File: src/byte_radix_text_codec_macros.svh
// Assertion macros for the byte radix text codec RTL.
// Included by brtc_back for its concurrent assertions; no other dependencies.
`ifndef BYTE_RADIX_TEXT_CODEC_MACROS_SVH
`define BYTE_RADIX_TEXT_CODEC_MACROS_SVH

// Same-cycle implication, disabled while reset is asserted.
`define BRTC_ASSERT_IMP(name, clk, rst_n, ante, cons) \
	name: assert property (@(posedge clk) disable iff (!rst_n) (ante) |-> (cons)) \
		else $error("brtc assertion failed");

// Next-cycle implication, disabled while reset is asserted.
`define BRTC_ASSERT_NXT(name, clk, rst_n, ante, cons) \
	name: assert property (@(posedge clk) disable iff (!rst_n) (ante) |=> (cons)) \
		else $error("brtc assertion failed");

`endif

File: src/brtc_pkg.sv
`timescale 1ns / 1ps
// Package for the byte radix text codec: codes, the queue command type and
// the digit helper functions. No dependencies.
package brtc_pkg;

	localparam int CFG_IDX_W   = 1;
	localparam int CFG_DATA_W  = 2;
	localparam int QUEUE_DEPTH = 2;

	localparam logic [1:0] MODE_BIN = 2'd0;
	localparam logic [1:0] MODE_OCT = 2'd1;
	localparam logic [1:0] MODE_DEC = 2'd2;
	localparam logic [1:0] MODE_HEX = 2'd3;

	localparam logic [CFG_IDX_W-1:0] REG_RADIX_MODE = 1'b0;
	localparam logic [CFG_IDX_W-1:0] REG_DIRECTION  = 1'b1;

	localparam logic DIR_ENCODE = 1'b0;
	localparam logic DIR_DECODE = 1'b1;

	localparam logic [7:0] CHAR_SPACE  = 8'h20;
	localparam logic [7:0] CHAR_ZERO   = 8'h30;
	localparam logic [7:0] CHAR_UPPER_A = 8'h41;
	localparam logic [7:0] CHAR_LOWER_A = 8'h61;

	// One unit of work for the back end: either a full digit string to
	// print, or a single decoded byte.
	typedef struct packed {
		logic            is_encode;
		logic [7:0]      data;
		logic [3:0]      width;
		logic [7:0][3:0] digits;   // digits[0] is printed first
	} cmd_t;

	function automatic logic [3:0] width_of(input logic [1:0] mode);
		logic [3:0] w;
		case (mode)
			MODE_BIN: w = 4'd8;
			MODE_OCT: w = 4'd3;
			MODE_DEC: w = 4'd3;
			default:  w = 4'd2;
		endcase
		return w;
	endfunction

	// Accumulator times the radix, modulo 1024.
	function automatic logic [9:0] scale_by_radix(input logic [9:0] v, input logic [1:0] mode);
		logic [9:0] r;
		case (mode)
			MODE_BIN: r = {v[8:0], 1'b0};
			MODE_OCT: r = {v[6:0], 3'b000};
			MODE_DEC: r = {v[6:0], 3'b000} + {v[8:0], 1'b0};
			default:  r = {v[5:0], 4'b0000};
		endcase
		return r;
	endfunction

	function automatic logic [3:0] digit_value(input logic [7:0] c);
		logic [7:0] d;
		d = 8'd0;
		if (c inside {[8'h30:8'h39]}) begin
			d = c - CHAR_ZERO;
		end else if (c inside {[8'h41:8'h46]}) begin
			d = c - CHAR_UPPER_A + 8'd10;
		end else if (c inside {[8'h61:8'h66]}) begin
			d = c - CHAR_LOWER_A + 8'd10;
		end
		return d[3:0];
	endfunction

	function automatic logic [7:0] digit_char(input logic [3:0] d);
		logic [7:0] c;
		if (d < 4'd10) begin
			c = CHAR_ZERO + {4'b0000, d};
		end else begin
			c = CHAR_UPPER_A + {4'b0000, d} - 8'd10;
		end
		return c;
	endfunction

	// Splits a byte into its zero-padded digits, most significant first.
	// Decimal uses a compare for the hundreds and a reciprocal multiply
	// (x * 205 >> 11) for the tens, exact for the remainder below 100.
	function automatic logic [7:0][3:0] encode_digits(input logic [7:0] v,
			input logic [1:0] mode);
		logic [7:0][3:0] dg;
		logic [1:0]      hund;
		logic [7:0]      rem;
		logic [14:0]     prod;
		logic [3:0]      tens;
		logic [7:0]      ones;
		dg   = '0;
		hund = (v >= 8'd200) ? 2'd2 : ((v >= 8'd100) ? 2'd1 : 2'd0);
		rem  = v - ((hund == 2'd2) ? 8'd200 : ((hund == 2'd1) ? 8'd100 : 8'd0));
		prod = {7'b0, rem} * 15'd205;
		tens = prod[14:11];
		ones = rem - {tens, 3'b000} - {3'b000, tens, 1'b0};
		case (mode)
			MODE_BIN: begin
				for (int i = 0; i < 8; i++) begin
					dg[i] = {3'b000, v[7-i]};
				end
			end
			MODE_OCT: begin
				dg[0] = {2'b00, v[7:6]};
				dg[1] = {1'b0, v[5:3]};
				dg[2] = {1'b0, v[2:0]};
			end
			MODE_DEC: begin
				dg[0] = {2'b00, hund};
				dg[1] = tens;
				dg[2] = ones[3:0];
			end
			default: begin
				dg[0] = v[7:4];
				dg[1] = v[3:0];
			end
		endcase
		return dg;
	endfunction

endpackage

File: src/brtc_stream_if.sv
`timescale 1ns / 1ps
// Valid/ready stream interfaces for the byte radix text codec channels.
// No dependencies.
interface brtc_in_if;
	logic       valid;
	logic       ready;
	logic [7:0] in_byte;

	modport source (output valid, output in_byte, input ready);
	modport sink   (input valid, input in_byte, output ready);
endinterface

interface brtc_out_if;
	logic       valid;
	logic       ready;
	logic [7:0] out_char;
	logic       last;

	modport source (output valid, output out_char, output last, input ready);
	modport sink   (input valid, input out_char, input last, output ready);
endinterface

File: src/brtc_front.sv
`timescale 1ns / 1ps
// Front end: accepts input transfers, splits encode bytes into digits and
// accumulates decode groups. Depends on brtc_pkg and brtc_in_if.
module brtc_front (
	input  logic              clk,
	input  logic              arst_n,
	brtc_in_if.sink           in_ch,
	input  logic [1:0]        radix_mode,
	input  logic              direction,
	input  logic              q_full,
	output logic              push,
	output brtc_pkg::cmd_t    push_cmd
);

	logic [9:0] group_value_q;
	logic [3:0] group_digits_q;
	logic       accept;
	logic [9:0] next_value;
	logic [3:0] next_digits;
	logic [3:0] width;
	logic       group_done;

	assign in_ch.ready = !q_full;
	assign accept      = in_ch.valid && !q_full;
	assign width       = brtc_pkg::width_of(radix_mode);
	assign next_value  = brtc_pkg::scale_by_radix(group_value_q, radix_mode)
		+ {6'b000000, brtc_pkg::digit_value(in_ch.in_byte)};
	assign next_digits = group_digits_q + 4'd1;
	assign group_done  = next_digits >= width;

	always_comb begin
		push_cmd           = '0;
		push_cmd.width     = width;
		push_cmd.digits    = brtc_pkg::encode_digits(in_ch.in_byte, radix_mode);
		push_cmd.is_encode = (direction == brtc_pkg::DIR_ENCODE);
		push_cmd.data      = next_value[7:0];
		push               = 1'b0;
		if (accept) begin
			if (direction == brtc_pkg::DIR_ENCODE) begin
				push = 1'b1;
			end else if (in_ch.in_byte != brtc_pkg::CHAR_SPACE) begin
				push = group_done;
			end
		end
	end

	always_ff @(posedge clk or negedge arst_n) begin
		if (!arst_n) begin
			group_value_q  <= '0;
			group_digits_q <= '0;
		end else if (accept && direction == brtc_pkg::DIR_DECODE
				&& in_ch.in_byte != brtc_pkg::CHAR_SPACE) begin
			if (group_done) begin
				group_value_q  <= '0;
				group_digits_q <= '0;
			end else begin
				group_value_q  <= next_value;
				group_digits_q <= next_digits;
			end
		end
	end

endmodule

File: src/brtc_queue.sv
`timescale 1ns / 1ps
// Small command FIFO between the front and back ends.
// Depends on brtc_pkg for the command type.
module brtc_queue #(
	parameter int DEPTH = brtc_pkg::QUEUE_DEPTH
) (
	input  logic           clk,
	input  logic           arst_n,
	input  logic           push,
	input  brtc_pkg::cmd_t push_cmd,
	input  logic           pop,
	output logic           full,
	output logic           head_valid,
	output brtc_pkg::cmd_t head_cmd
);

	localparam int PTR_W = (DEPTH > 1) ? $clog2(DEPTH) : 1;
	localparam int CNT_W = $clog2(DEPTH + 1);

	brtc_pkg::cmd_t   entries_q [DEPTH];
	logic [PTR_W-1:0] wr_ptr_q;
	logic [PTR_W-1:0] rd_ptr_q;
	logic [CNT_W-1:0] count_q;

	function automatic logic [PTR_W-1:0] bump(input logic [PTR_W-1:0] p);
		return (p == PTR_W'(DEPTH - 1)) ? '0 : p + 1'b1;
	endfunction

	assign full       = (count_q == CNT_W'(DEPTH));
	assign head_valid = (count_q != '0);
	assign head_cmd   = entries_q[rd_ptr_q];

	always_ff @(posedge clk) begin
		if (push) begin
			entries_q[wr_ptr_q] <= push_cmd;
		end
	end

	always_ff @(posedge clk or negedge arst_n) begin
		if (!arst_n) begin
			wr_ptr_q <= '0;
			rd_ptr_q <= '0;
			count_q  <= '0;
		end else begin
			if (push) begin
				wr_ptr_q <= bump(wr_ptr_q);
			end
			if (pop) begin
				rd_ptr_q <= bump(rd_ptr_q);
			end
			if (push && !pop) begin
				count_q <= count_q + 1'b1;
			end else if (pop && !push) begin
				count_q <= count_q - 1'b1;
			end
		end
	end

endmodule

File: src/brtc_back.sv
`timescale 1ns / 1ps
// Back end: walks the queue head into the output register one character per
// cycle unless stalled. Depends on brtc_pkg, brtc_out_if, assertion macros.
`include "byte_radix_text_codec_macros.svh"

module brtc_back (
	input  logic           clk,
	input  logic           arst_n,
	input  logic           head_valid,
	input  brtc_pkg::cmd_t head_cmd,
	output logic           pop,
	brtc_out_if.source     out_ch
);

	logic [3:0] idx_q;
	logic       out_valid_q;
	logic [7:0] out_char_q;
	logic       out_last_q;
	logic       load;
	logic [7:0] cur_char;
	logic       cur_last;

	always_comb begin
		if (!head_cmd.is_encode) begin
			cur_char = head_cmd.data;
			cur_last = 1'b1;
		end else if (idx_q < head_cmd.width) begin
			cur_char = brtc_pkg::digit_char(head_cmd.digits[idx_q[2:0]]);
			cur_last = 1'b0;
		end else begin
			cur_char = brtc_pkg::CHAR_SPACE;
			cur_last = 1'b1;
		end
	end

	assign load = head_valid && (!out_valid_q || out_ch.ready);
	assign pop  = load && cur_last;

	always_ff @(posedge clk or negedge arst_n) begin
		if (!arst_n) begin
			idx_q       <= '0;
			out_valid_q <= 1'b0;
		end else begin
			if (load) begin
				idx_q       <= cur_last ? 4'd0 : idx_q + 4'd1;
				out_valid_q <= 1'b1;
			end else if (out_ch.ready) begin
				out_valid_q <= 1'b0;
			end
		end
	end

	always_ff @(posedge clk) begin
		if (load) begin
			out_char_q <= cur_char;
			out_last_q <= cur_last;
		end
	end

	assign out_ch.valid    = out_valid_q;
	assign out_ch.out_char = out_char_q;
	assign out_ch.last     = out_last_q;

	`BRTC_ASSERT_IMP(a_idx_in_range, clk, arst_n, head_valid && head_cmd.is_encode, idx_q <= head_cmd.width)
	`BRTC_ASSERT_IMP(a_decode_single, clk, arst_n, head_valid && !head_cmd.is_encode, idx_q == 4'd0)
	`BRTC_ASSERT_NXT(a_pop_rewinds, clk, arst_n, pop, idx_q == 4'd0 && out_valid_q && out_last_q)

endmodule

File: src/byte_radix_text_codec.sv
`timescale 1ns / 1ps
// Top level of the byte radix text codec: configuration registers and the
// front end, command queue and back end. Depends on brtc_pkg and the stream interfaces.
//
//   Channel   Dir   Payload              Handshake
//   in_ch     in    in_byte[7:0]         valid/ready, transfer when both high
//   out_ch    out   out_char[7:0], last  valid/ready, transfer when both high
//   cfg       in    cfg_idx, cfg_wdata   cfg_we, written on the clock edge
//
// An encoded byte yields its digits and a trailing space at one character per
// cycle while out_ch.ready allows: 9 characters in binary, 4 in octal or
// decimal, 3 in hexadecimal. A completed decode group yields one character.
// The back end's single output register sets this rate, one character a cycle.
// Reset clears the decode group, empties the queue and selects hex encode.
// A stalled output fills the queue, after which in_ch.ready drops.

module byte_radix_text_codec #(
	parameter int QUEUE_DEPTH = brtc_pkg::QUEUE_DEPTH
) (
	input  logic                             clk,
	input  logic                             arst_n,
	brtc_in_if.sink                          in_ch,
	brtc_out_if.source                       out_ch,
	input  logic                             cfg_we,
	input  logic [brtc_pkg::CFG_IDX_W-1:0]   cfg_idx,
	input  logic [brtc_pkg::CFG_DATA_W-1:0]  cfg_wdata
);

	// Configuration registers. The user must make writes only while the codec is
	// idle, so the front end can read them directly; the block does not enforce it.
	logic [1:0] radix_mode_q;
	logic       direction_q;

	always_ff @(posedge clk or negedge arst_n) begin
		if (!arst_n) begin
			radix_mode_q <= brtc_pkg::MODE_HEX;
			direction_q  <= brtc_pkg::DIR_ENCODE;
		end else if (cfg_we) begin
			case (cfg_idx)
				brtc_pkg::REG_RADIX_MODE: radix_mode_q <= cfg_wdata[1:0];
				brtc_pkg::REG_DIRECTION:  direction_q  <= cfg_wdata[0];
				default: ;
			endcase
		end
	end

	// Command path: the front end pushes one command per encoded byte or
	// finished decode group, and the back end drains them one character at
	// a time.
	logic           push;
	brtc_pkg::cmd_t push_cmd;
	logic           pop;
	logic           q_full;
	logic           head_valid;
	brtc_pkg::cmd_t head_cmd;

	brtc_front u_front (
		.clk        (clk),
		.arst_n     (arst_n),
		.in_ch      (in_ch),
		.radix_mode (radix_mode_q),
		.direction  (direction_q),
		.q_full     (q_full),
		.push       (push),
		.push_cmd   (push_cmd)
	);

	brtc_queue #(
		.DEPTH (QUEUE_DEPTH)
	) u_queue (
		.clk        (clk),
		.arst_n     (arst_n),
		.push       (push),
		.push_cmd   (push_cmd),
		.pop        (pop),
		.full       (q_full),
		.head_valid (head_valid),
		.head_cmd   (head_cmd)
	);

	brtc_back u_back (
		.clk        (clk),
		.arst_n     (arst_n),
		.head_valid (head_valid),
		.head_cmd   (head_cmd),
		.pop        (pop),
		.out_ch     (out_ch)
	);

endmodule
File: src/flat_wrapper.sv
// flat-port wrapper written by rule: the top's interface ports become plain ports
module byte_radix_text_codec_flat 
#(
	parameter int QUEUE_DEPTH = brtc_pkg::QUEUE_DEPTH
)
  (clk, arst_n, cfg_we, cfg_idx, cfg_wdata, in_ch_valid, in_ch_in_byte, in_ch_ready, out_ch_valid, out_ch_out_char, out_ch_last, out_ch_ready);
  brtc_in_if in_ch_i ();
  brtc_out_if out_ch_i ();
  input  logic clk;
  input  logic arst_n;
  input  logic cfg_we;
  input  logic [brtc_pkg::CFG_IDX_W-1:0] cfg_idx;
  input  logic [brtc_pkg::CFG_DATA_W-1:0] cfg_wdata;
  input wire logic [$bits(in_ch_i.valid)-1:0] in_ch_valid;
  input wire logic [$bits(in_ch_i.in_byte)-1:0] in_ch_in_byte;
  output wire logic [$bits(in_ch_i.ready)-1:0] in_ch_ready;
  output wire logic [$bits(out_ch_i.valid)-1:0] out_ch_valid;
  output wire logic [$bits(out_ch_i.out_char)-1:0] out_ch_out_char;
  output wire logic [$bits(out_ch_i.last)-1:0] out_ch_last;
  input wire logic [$bits(out_ch_i.ready)-1:0] out_ch_ready;
  assign in_ch_i.valid = in_ch_valid;
  assign in_ch_i.in_byte = in_ch_in_byte;
  assign in_ch_ready = in_ch_i.ready;
  assign out_ch_valid = out_ch_i.valid;
  assign out_ch_out_char = out_ch_i.out_char;
  assign out_ch_last = out_ch_i.last;
  assign out_ch_i.ready = out_ch_ready;
  byte_radix_text_codec #(.QUEUE_DEPTH(QUEUE_DEPTH)) u_core (.clk(clk), .arst_n(arst_n), .in_ch(in_ch_i), .out_ch(out_ch_i), .cfg_we(cfg_we), .cfg_idx(cfg_idx), .cfg_wdata(cfg_wdata));
endmodule
File: config.mk
export PLATFORM = sky130hd
export DESIGN_NAME = byte_radix_text_codec_flat
export DESIGN_NICKNAME = d
export VERILOG_FILES = /design/src/brtc_pkg.sv /design/src/brtc_stream_if.sv /design/src/brtc_front.sv /design/src/brtc_queue.sv /design/src/brtc_back.sv /design/src/byte_radix_text_codec.sv /design/src/flat_wrapper.sv
export VERILOG_INCLUDE_DIRS = /design/src /design/src/src
export SDC_FILE = /design/constraint.sdc
export NUM_CORES = 1
export LEC_CHECK = 0
export ABC_AREA = 0
export ABC_CLOCK_PERIOD_IN_PS = 12600
export BUFFER_PORTS_ARGS = -buffer_cell sky130_fd_sc_hd__buf_4
export CORE_MARGIN = 5
export CORE_UTILIZATION = 37
export DETAILED_ROUTE_END_ITERATION = 10
export MAX_ROUTING_LAYER = met4
export PLACE_DENSITY = 0.56
export SLEW_MARGIN = 30
export SYNTH_ARGS = -nofsm -noshare
export SYNTH_HDL_FRONTEND = slang
export SYNTH_SLANG_ARGS = --single-unit
File: constraint.sdc
create_clock -name clk -period 12.6 [get_ports clk]
set_clock_uncertainty 0.15 [all_clocks]
set_input_delay 0.63 -clock clk [delete_from_list [all_inputs] [get_ports clk]]
set_output_delay 0.63 -clock clk [all_outputs]
set_load 0.03 [all_outputs]
* After elaboration in Yosys (flattened, before gate mapping)
Memory sizes are Yosys's and may differ from the RTL's. Index checks and enable logic that the tools add are counted. Widths: inputs -> output; s select.
Storage, ports and cells: bits in registers 32, memory bits (writable) 84, input bits 16, output and inout port bits 11, logic and storage cells 107, memories kept 1
Cells by class: add/subtract/negate cells 19, multiply operators 1, $lt $le $gt $ge 12, equality and inequality tests 6, multiplexer cells 33, bitwise operators 2, reduce and logical (&&, ||, !) cells 22
Memories:
- u_core.u_queue.entries_q | words 2, width 42, read ports 1, clocked after memory_dff 0, wr ports 1, line brtc_queue.sv:20 | brtc_pkg::cmd_t entries_q [DEPTH];
Operators with widths (number):
- $pmux 8 s3 | 2
- $mux 8 | 4
- $ge 8x7->1 const B | 3
- $mux 4 | 6
- $mux 17 | 1
- $le 8x7->1 const B | 2
- $mul 8x8->15 const B | 1
- $mux 7 | 2
- $bmux 4 s3 | 1
- $mux 1 | 12
- $pmux 4 s3 | 1
- $sub 4x1->4 const B | 3
- $logic_and 1x1->1 | 10
- $add 4x1->4 const B | 2
- $add 4x4->4 const B | 2
- $add 7x4->8 const A | 1
- $add 8x4->8 | 1
- $add 8x8->8 | 1
- $ge 8x6->1 const B | 1
- $ge 8x8->1 const B | 1
- $le 8x6->1 const B | 1
- $ne 8x6->1 const B | 1
- $pmux 4 s2 | 1
- $sub 4x4->4 | 2
- other kinds (20) | 33

* Logic depth before layout (Yosys ltp)
Gate-level depths: netlist of the first run.
depth after elaboration 11, gate-level depth with buffers 25, mapped depth without buffers 24

* By module
Synthesis of the first run repeated with hierarchy kept, for this count alone.
Unflattened totals: cells, all modules 596, area, all modules 7737.4 µm²
Modules (own cells, without submodules):
- brtc_queue | times used 1, cells each 156, area each 3636.0 µm², sequential area each 2802.7 µm²
- brtc_front | times used 1, cells each 347, area each 2877.8 µm², sequential area each 275.3 µm²
- brtc_back | times used 1, cells each 85, area each 1091.0 µm², sequential area each 395.4 µm²
- byte_radix_text_codec | times used 1, cells each 8, area each 132.6 µm², sequential area each 77.6 µm²

* Least setup slack after synthesis of the first run
Ideal clock, no wire load.
path type input to register, start input in_ch_in_byte[4], end memory u_core.u_queue.entries_q[0][11] in the netlist's numbering, data pin, setup time 0.262 ns, data arrival time 5.961 ns, required time 12.188 ns, path slack 6.227 ns, stages 25, buffers on the path 1, cells stage by stage clkbuf_1 -> o31a_1 -> nand2_1 -> inv_1 -> nor2_1 -> ha_1 -> fa_1 -> nand2_1 -> a21oi_1 -> xnor2_1 -> ha_1 -> inv_1 -> fa_1 -> fa_1 -> fa_1 -> inv_1 -> ha_1 -> nand2_1 -> o221a_2 -> o21ai_0 -> xnor2_1 -> ha_1 -> xnor2_1 -> xnor2_1 -> mux2_4
RTL lines:
- from (decl) | line flat_wrapper.sv:15 | input wire logic [$bits(in_ch_i.in_byte)-1:0] in_ch_in_byte;
- to (decl) | line brtc_queue.sv:20

==> results of run 1 <==
## routing by layer
metal  track usage  vias to the layer above  part of all wire  routed length, um
li1              -                     1890                 -                  -
met1         0.214                     1833              0.52               6350
met2         0.207                       65              0.44               5380
met3        0.0222                       10             0.035                433
met4        0.0347                        0             0.013                158
met5             -                        -                 0                  0
## registers in the layout, indices dropped and copies added, names as in the netlist
signal                         flops
u_core.direction_q                 1
u_core.u_queue.wr_ptr_q            1
u_core.u_back.out_ch.out_char      8
u_core.u_front.group_digits_q      4
u_core.u_queue.rd_ptr_q            1
u_core.u_back.out_ch.last          1
u_core.u_back.out_ch.valid         1
u_core.u_queue.count_q             2
u_core.u_front.group_value_q       7
u_core.u_queue.entries_q          58
u_core.radix_mode_q                2
u_core.u_back.idx_q                4
## cell type report
class	count	share of cell area
sequential	90	0.393
tap	216	0.0410
inverter	56	0.0319
timing repair buffer	29	0.0330
clock inverter	5	0.00551
multi-input combinational	349	0.458
clock buffer	11	0.0368
## worst max path at each step
stage                     start                              end  slack (ps)  cells past startpoint
2_1_floorplan  in_ch_in_byte[4]  u_core.u_queue.entries_q[0][11]        6230                     25
3_3_place_gp   in_ch_in_byte[2]  u_core.u_queue.entries_q[0][11]        6070                     25
3_5_place_dp   in_ch_in_byte[2]  u_core.u_queue.entries_q[0][11]        5870                     25
4_1_cts        in_ch_in_byte[2]  u_core.u_queue.entries_q[1][11]        6230                     25
5_1_grt        in_ch_in_byte[2]  u_core.u_queue.entries_q[1][11]        5880                     25
6_report       in_ch_in_byte[4]  u_core.u_queue.entries_q[1][11]        6230                     25
## cell usage in the layout (no fill, tap or decap), types with 6 or more instances in the layout
cell / synthesis / routed
o21ai_0: 21 / 21
o22ai_1: 7 / 7
xnor2_1: 15 / 15
nand2b_1: 8 / 8
buf_4: 0 / 29
inv_1: 56 / 56
fa_1: 13 / 13
nand2_1: 34 / 34
nor2_1: 23 / 23
edfxtp_1: 67 / 67
xor2_1: 16 / 16
nor2b_1: 6 / 6
mux4_2: 6 / 6
and2_1: 8 / 8
nand3_1: 8 / 8
dfrtp_1: 21 / 21
a21oi_1: 24 / 24
clkbuf_16: 0 / 9
ha_1: 71 / 71
mux2i_1: 19 / 19
## power by group through the flow
stage	Combinational (uW)	Sequential [uW]	Clock, uW
global placement	954	510	0
CTS	978	508	257
detailed placement	972	513	0
global route	1090	518	268
finish	963	507	247
floorplan	728	528	0
## stage by stage
stage          total power, uW   util  hold WS (ps)
2_1_floorplan             1260      -           184
3_3_place_gp              1460  0.400           331
3_5_place_dp              1490  0.400           339
4_1_cts                   1740  0.418          46.4
5_1_grt                   1880  0.418          50.4
6_report                  1720  0.418          40.9
## worst max-delay path: cells and delay by family
kind / cells / cell delay, ps
buf+inv: 4 / 380
fa+ha+maj: 8 / 2940
simple gates: 4 / 380
xor+xnor: 4 / 800
compound gates: 4 / 820
mux: 1 / 320
## kinds of logic after synthesis
kind of cell | Yosys count | share of synthesized area
compound gates | 97 | 0.114
mux | 30 | 0.0655
flops | 90 | 0.440
fa+ha+maj | 84 | 0.195
xor+xnor | 32 | 0.0489
simple gates | 106 | 0.0884
buf+inv | 70 | 0.0478
==> metrics.csv, run 1 <==
metric;value;unit
initial drt markers;191;
post-synthesis sequential area ratio;0.440;
# Post-CTS Setup Buffers;0;
H-Tree Depth;3;
Routed Antenna Nets;0;
Slew Limit Fails;0;
placed cells;740;
setup slack after layout;6230;ps
Antenna Cells;0;
CP Max Fanout;10;
synth cell count leaders;ha_1 (71), edfxtp_1 (67), inv_1 (56);
sequential cell fraction of total power;0.295;
Worst-Skew Late Latency;330;ps
drt via density;5.02;
Reg clk slew, reported paths;60;ps
Synth Flop Type;edfxtp_1;
GRT Overall Usage;0.144;
async set-reset flop share out of synthesis;0.256;
reg2reg start;u_core.radix_mode_q[0];
syn avg cell area;11.6;um2
Cell Area, Synth;5890;um2
count leader, synth;ha_1;
area occupied by multi-input gates;3020;um2
drt pass-1 iters;5;
number of global-route vias before repair;3823;
Hold Path Class;input port to asynchronous set/reset pin;
syn_nets;609;
Fmax;0.157;GHz
CP required;12530;ps
fraction of layout cells with a size suffix above 1;0.126;
crit end category;flop;
largest buffer count on any clock path;2;
global-route wire length before repair;20.3;mm
# rows;46;
unrepaired setup endpoints after global routing;no;
final hold vios;0;
synthesized instance count;509;
Vias;3798;
switching share of power;0.412;
pre-CTS setup slack;5870;ps
top-area cell type share of the netlist area;0.342;
Hold Buf Count CTS;0;
die area;18500;um2
die height;136;um
number of synthesized flops with an enable pin;67;
hpwl dp;9.29;mm
synth top area cells;edfxtp_1 (34%), ha_1 (15%), dfrtp_1 (8.9%);
Tmin final;6370;ps
cell area after layout;6590;um2
Layout fillers;1530;
WL/cell;16.3;um
register bit total from synthesis;90;
CP peak stage delay;540;ps
WL final;12.3;mm
switching power;707;uW
clock root buffer;clkbuf_16;
Arr. time, crit path;6300;ps
initial core utilization;0.373;
Cell Area, Placed;6310;um2
Int Power;1010;uW
LEAKAGE;0.00288;uW
initial antenna violation count;0;
TritonCTS clock tree;yes;
kind of critical path;input port to flop;
setup slack, reg-to-reg;9370;ps
TNS Setup;0;ps
status;complete, no violations;
Post-CTS Resized;0;
period utilization;0.506;
clock share of power;0.144;
Gate power share;0.561;
YS warnings;0;
CTS Sinks;90;
area delta synth->final;11.9;%
largest net degree at the start of global routing;30;
P per Cell Area;261;nW/um2
Slew headroom;0.515;
Non-Filler Instances;756;
DRC errors left;0;
Worst Max-Slew Pin Slew;728;ps
FF-to-FF End;u_core.u_queue.entries_q[1][28];
register area;2590;um2
Startpoint Class;input port;
endpoints failing setup;0;
Max Cap Viol;0;
Num CTS Buffers;9;
GPL Wtd Cong;0.846;
R2R depth;10;
grt ovf;0;
peak supply drop;98.0;uV
CORE AREA;15800;um2
Cell variety after synth;56;
port bufs;26;
slowest CP cell;fa_1;
Die X;136;um
Ports;27;
Final #Nets;635;
leading area contributor after synthesis;edfxtp_1;
No activity file was read; power rests on OpenSTA's default activity.
==> inputs of run 2 (changes only) <==
- ABC_CLOCK_PERIOD_IN_PS: 12600 -> 5800
- PLACE_DENSITY: 0.56 -> 0.57
- clock period: 12.6 -> 5.8 ns (I/O delays scaled with it)
==> run 2 against run 1 <==
  * Core utilization is 1.8 points higher
  * Cell count is 2.9% higher
  * Non-clock buffer count is 22 higher
  * Wire length is 2.0% lower
  * Register-to-register slack worse by 6800 ps
  * Global-route usage is 0.13 points lower
  * Worst hold slack worse by 20 ps
  * Clock power grew to 2.7 times the previous value
  * Worst setup slack worse by 6000 ps
  * Sequential power is 120% higher
  * First-iteration DRC count is 7.9% higher
  * Largest cell class unchanged
==> metrics.csv, run 2 (synthesis gave the netlist of run 1 again) <==
metric;value;unit;change
WL final;12.1;mm;-2.0%
TritonCTS clock tree;yes;;
# rows;46;;unchanged
Max Cap Viol;0;;unchanged
endpoints failing setup;0;;unchanged
CP Capture Point;u_core.u_queue.entries_q[1][11];;
WL/cell;15.5;um;-4.7%
initial drt markers;206;;+7.9%
CP required;5730;ps;-6800 ps
period utilization;0.955;;
hpwl dp;9.28;mm;-0.13%
Crit path buffers/inverters;4;;unchanged
DRC errors left;0;;unchanged
Slew Limit Fails;0;;unchanged
CTS Sinks;90;;unchanged
Hold Path Class;input port to flop;;
Startpoint Class;input port;;
area delta synth->final;16.8;%;
WP depth;25;;unchanged
Fmax;0.180;GHz;
R2R depth;10;;unchanged
Worst-Skew Late Latency;330;ps;about the same
GPL Wtd Cong;0.879;;+3.9%
final hold vios;0;;unchanged
FF-to-FF End;u_core.u_queue.entries_q[1][5];;
Final #Nets;657;;+3.5%
Ports;27;;unchanged
die height;136;um;unchanged
max reg flops;58;;unchanged
Worst Max-Slew Pin Slew;755;ps;+27.5 ps
CORE AREA;15800;um2;unchanged
Arr. time, crit path;5470;ps;-830 ps
die area;18500;um2;unchanged
Num CTS Buffers;9;;unchanged
largest net degree at the start of global routing;30;;unchanged
global-route wire length before repair;20.3;mm;-0.14%
fraction of layout cells with a size suffix above 1;0.174;;+0.0485
status;complete, no violations;;
CP top delay family;adder cells;;
Tmin final;5540;ps;
GRT Overall Usage;0.143;;-0.00126
placed cells;761;;+2.8%
Antenna Cells;0;;unchanged
Vias;3892;;+2.5%
initial core utilization;0.373;;unchanged
Non-Filler Instances;778;;+2.9%
setup slack, reg-to-reg;2580;ps;-6790 ps
Biggest register;u_core.u_queue.entries_q;;
Reg clk slew, reported paths;60;ps;about the same
Critical path origin;in_ch_in_byte[3];;
H-Tree Depth;3;;unchanged
grt ovf;0;;unchanged
P per Cell Area;586;nW/um2;+120%
most common cell after layout, fill and taps aside;ha_1;;
CP peak stage delay;550;ps;about the same
drt via density;5.00;;-0.42%
number of global-route vias before repair;4005;;+4.8%
Routed Antenna Nets;0;;unchanged
largest buffer count on any clock path;2;;unchanged
LEAKAGE;0.00302;uW;+4.9%
Pwr Total;4030;uW;+130%
slowest CP cell;fa_1;;
initial antenna violation count;0;;unchanged
CP Max Fanout;4;;-6
kind of critical path;input port to flop;;
crit end category;flop;;
clock root buffer;clkbuf_16;;
Slew headroom;0.497;;-0.0183
most frequent cells in the layout;ha_1 (68), edfxtp_1 (67), inv_1 (56);;
drt pass-1 iters;4;;-1
peak supply drop;218;uV;+120%
port bufs;26;;unchanged
reg2reg start;u_core.radix_mode_q[0];;
Die X;136;um;unchanged
unrepaired setup endpoints after global routing;no;;
## run 2: changes by cell type in the layout (fill, tap and decap cells not counted), sizes merged
| cell | before | now |
|---|---|---|
| buf | 29 | 50 |
| bufinv | 0 | 3 |
| dlygate4sd3 | 0 | 1 |
| clkinvlp | 1 | 0 |
| clkbuf | 11 | 9 |
## run 2: layout make-up
cell class / count / area, um2
Fill cell: 1465 / 8890
Multi-Input combinational cell: 349 / 3080
Sequential cell: 90 / 2590
Timing Repair Buffer: 51 / 385
Tap cell: 216 / 270
Clock buffer: 9 / 225
Inverter: 56 / 210
Clock inverter: 7 / 115
## run 2: metal layers
metal | GRT usage | share of wire | routed length, um
met1 | 0.199 | 0.49 | 5970
met5 | - | 0 | 0
met3 | 0.0222 | 0.031 | 380
met2 | 0.219 | 0.46 | 5580
met4 | 0.0375 | 0.012 | 144
## run 2: stage by stage
| step | setup TNS [ps] | utilization | cell area (um2) | worst slack (ps) | hold slack, ps |
|---|---|---|---|---|---|
| after global placement | 0 | 0.411 | 6480 | 33.2 | 58.0 |
| after floorplan | 0 | - | 5900 | 3.94 | -156 |
| after CTS | 0 | 0.433 | 6830 | 200 | 14.7 |
| after detailed placement | -473 | 0.411 | 6480 | -154 | 63.7 |
| after global routing | 0 | 0.436 | 6880 | 11.5 | 38.7 |
| final | 0 | 0.436 | 6880 | 259 | 20.9 |
## run 2: where the power goes
| group | internal [uW] | switching (uW) | total [uW] | leakage [uW] |
|---|---|---|---|---|
| Combinational | 1040 | 1240 | 2270 | 0.00193 |
| Clock | 421 | 235 | 656 | 0.000166 |
| Sequential | 983 | 117 | 1100 | 0.000924 |
| Total | 2440 | 1590 | 4030 | 0.00302 |
## run 2: worst reg2reg max path: cells and delay by family, from the launching register on
kind,cells,cell delay [ps]
buf+inv,2,350
compound gates,3,790
simple gates,3,430
flops,1,580
fa+ha+maj,2,630
## run 2: repair_timing
item,in CTS,in global routing
endpoints found under the hold margin,23,0
resized for setup,0,7
setup buffers,0,0
setup endpoints to repair,0,4
hold buffers,1,0
## run 2: worst min path at each step
stage                 startpoint                          to  slack (ps)  depth (start not counted)
global placement          arst_n  u_core.u_back.out_ch.valid          60                          1
global route        cfg_wdata[1]      u_core.radix_mode_q[1]          40                          3
finish              cfg_wdata[1]      u_core.radix_mode_q[1]          20                          3
CTS                 cfg_wdata[1]      u_core.radix_mode_q[1]          10                          3
detailed placement        arst_n  u_core.u_back.out_ch.valid          60                          1
floorplan                 arst_n          u_core.direction_q        -160                          0
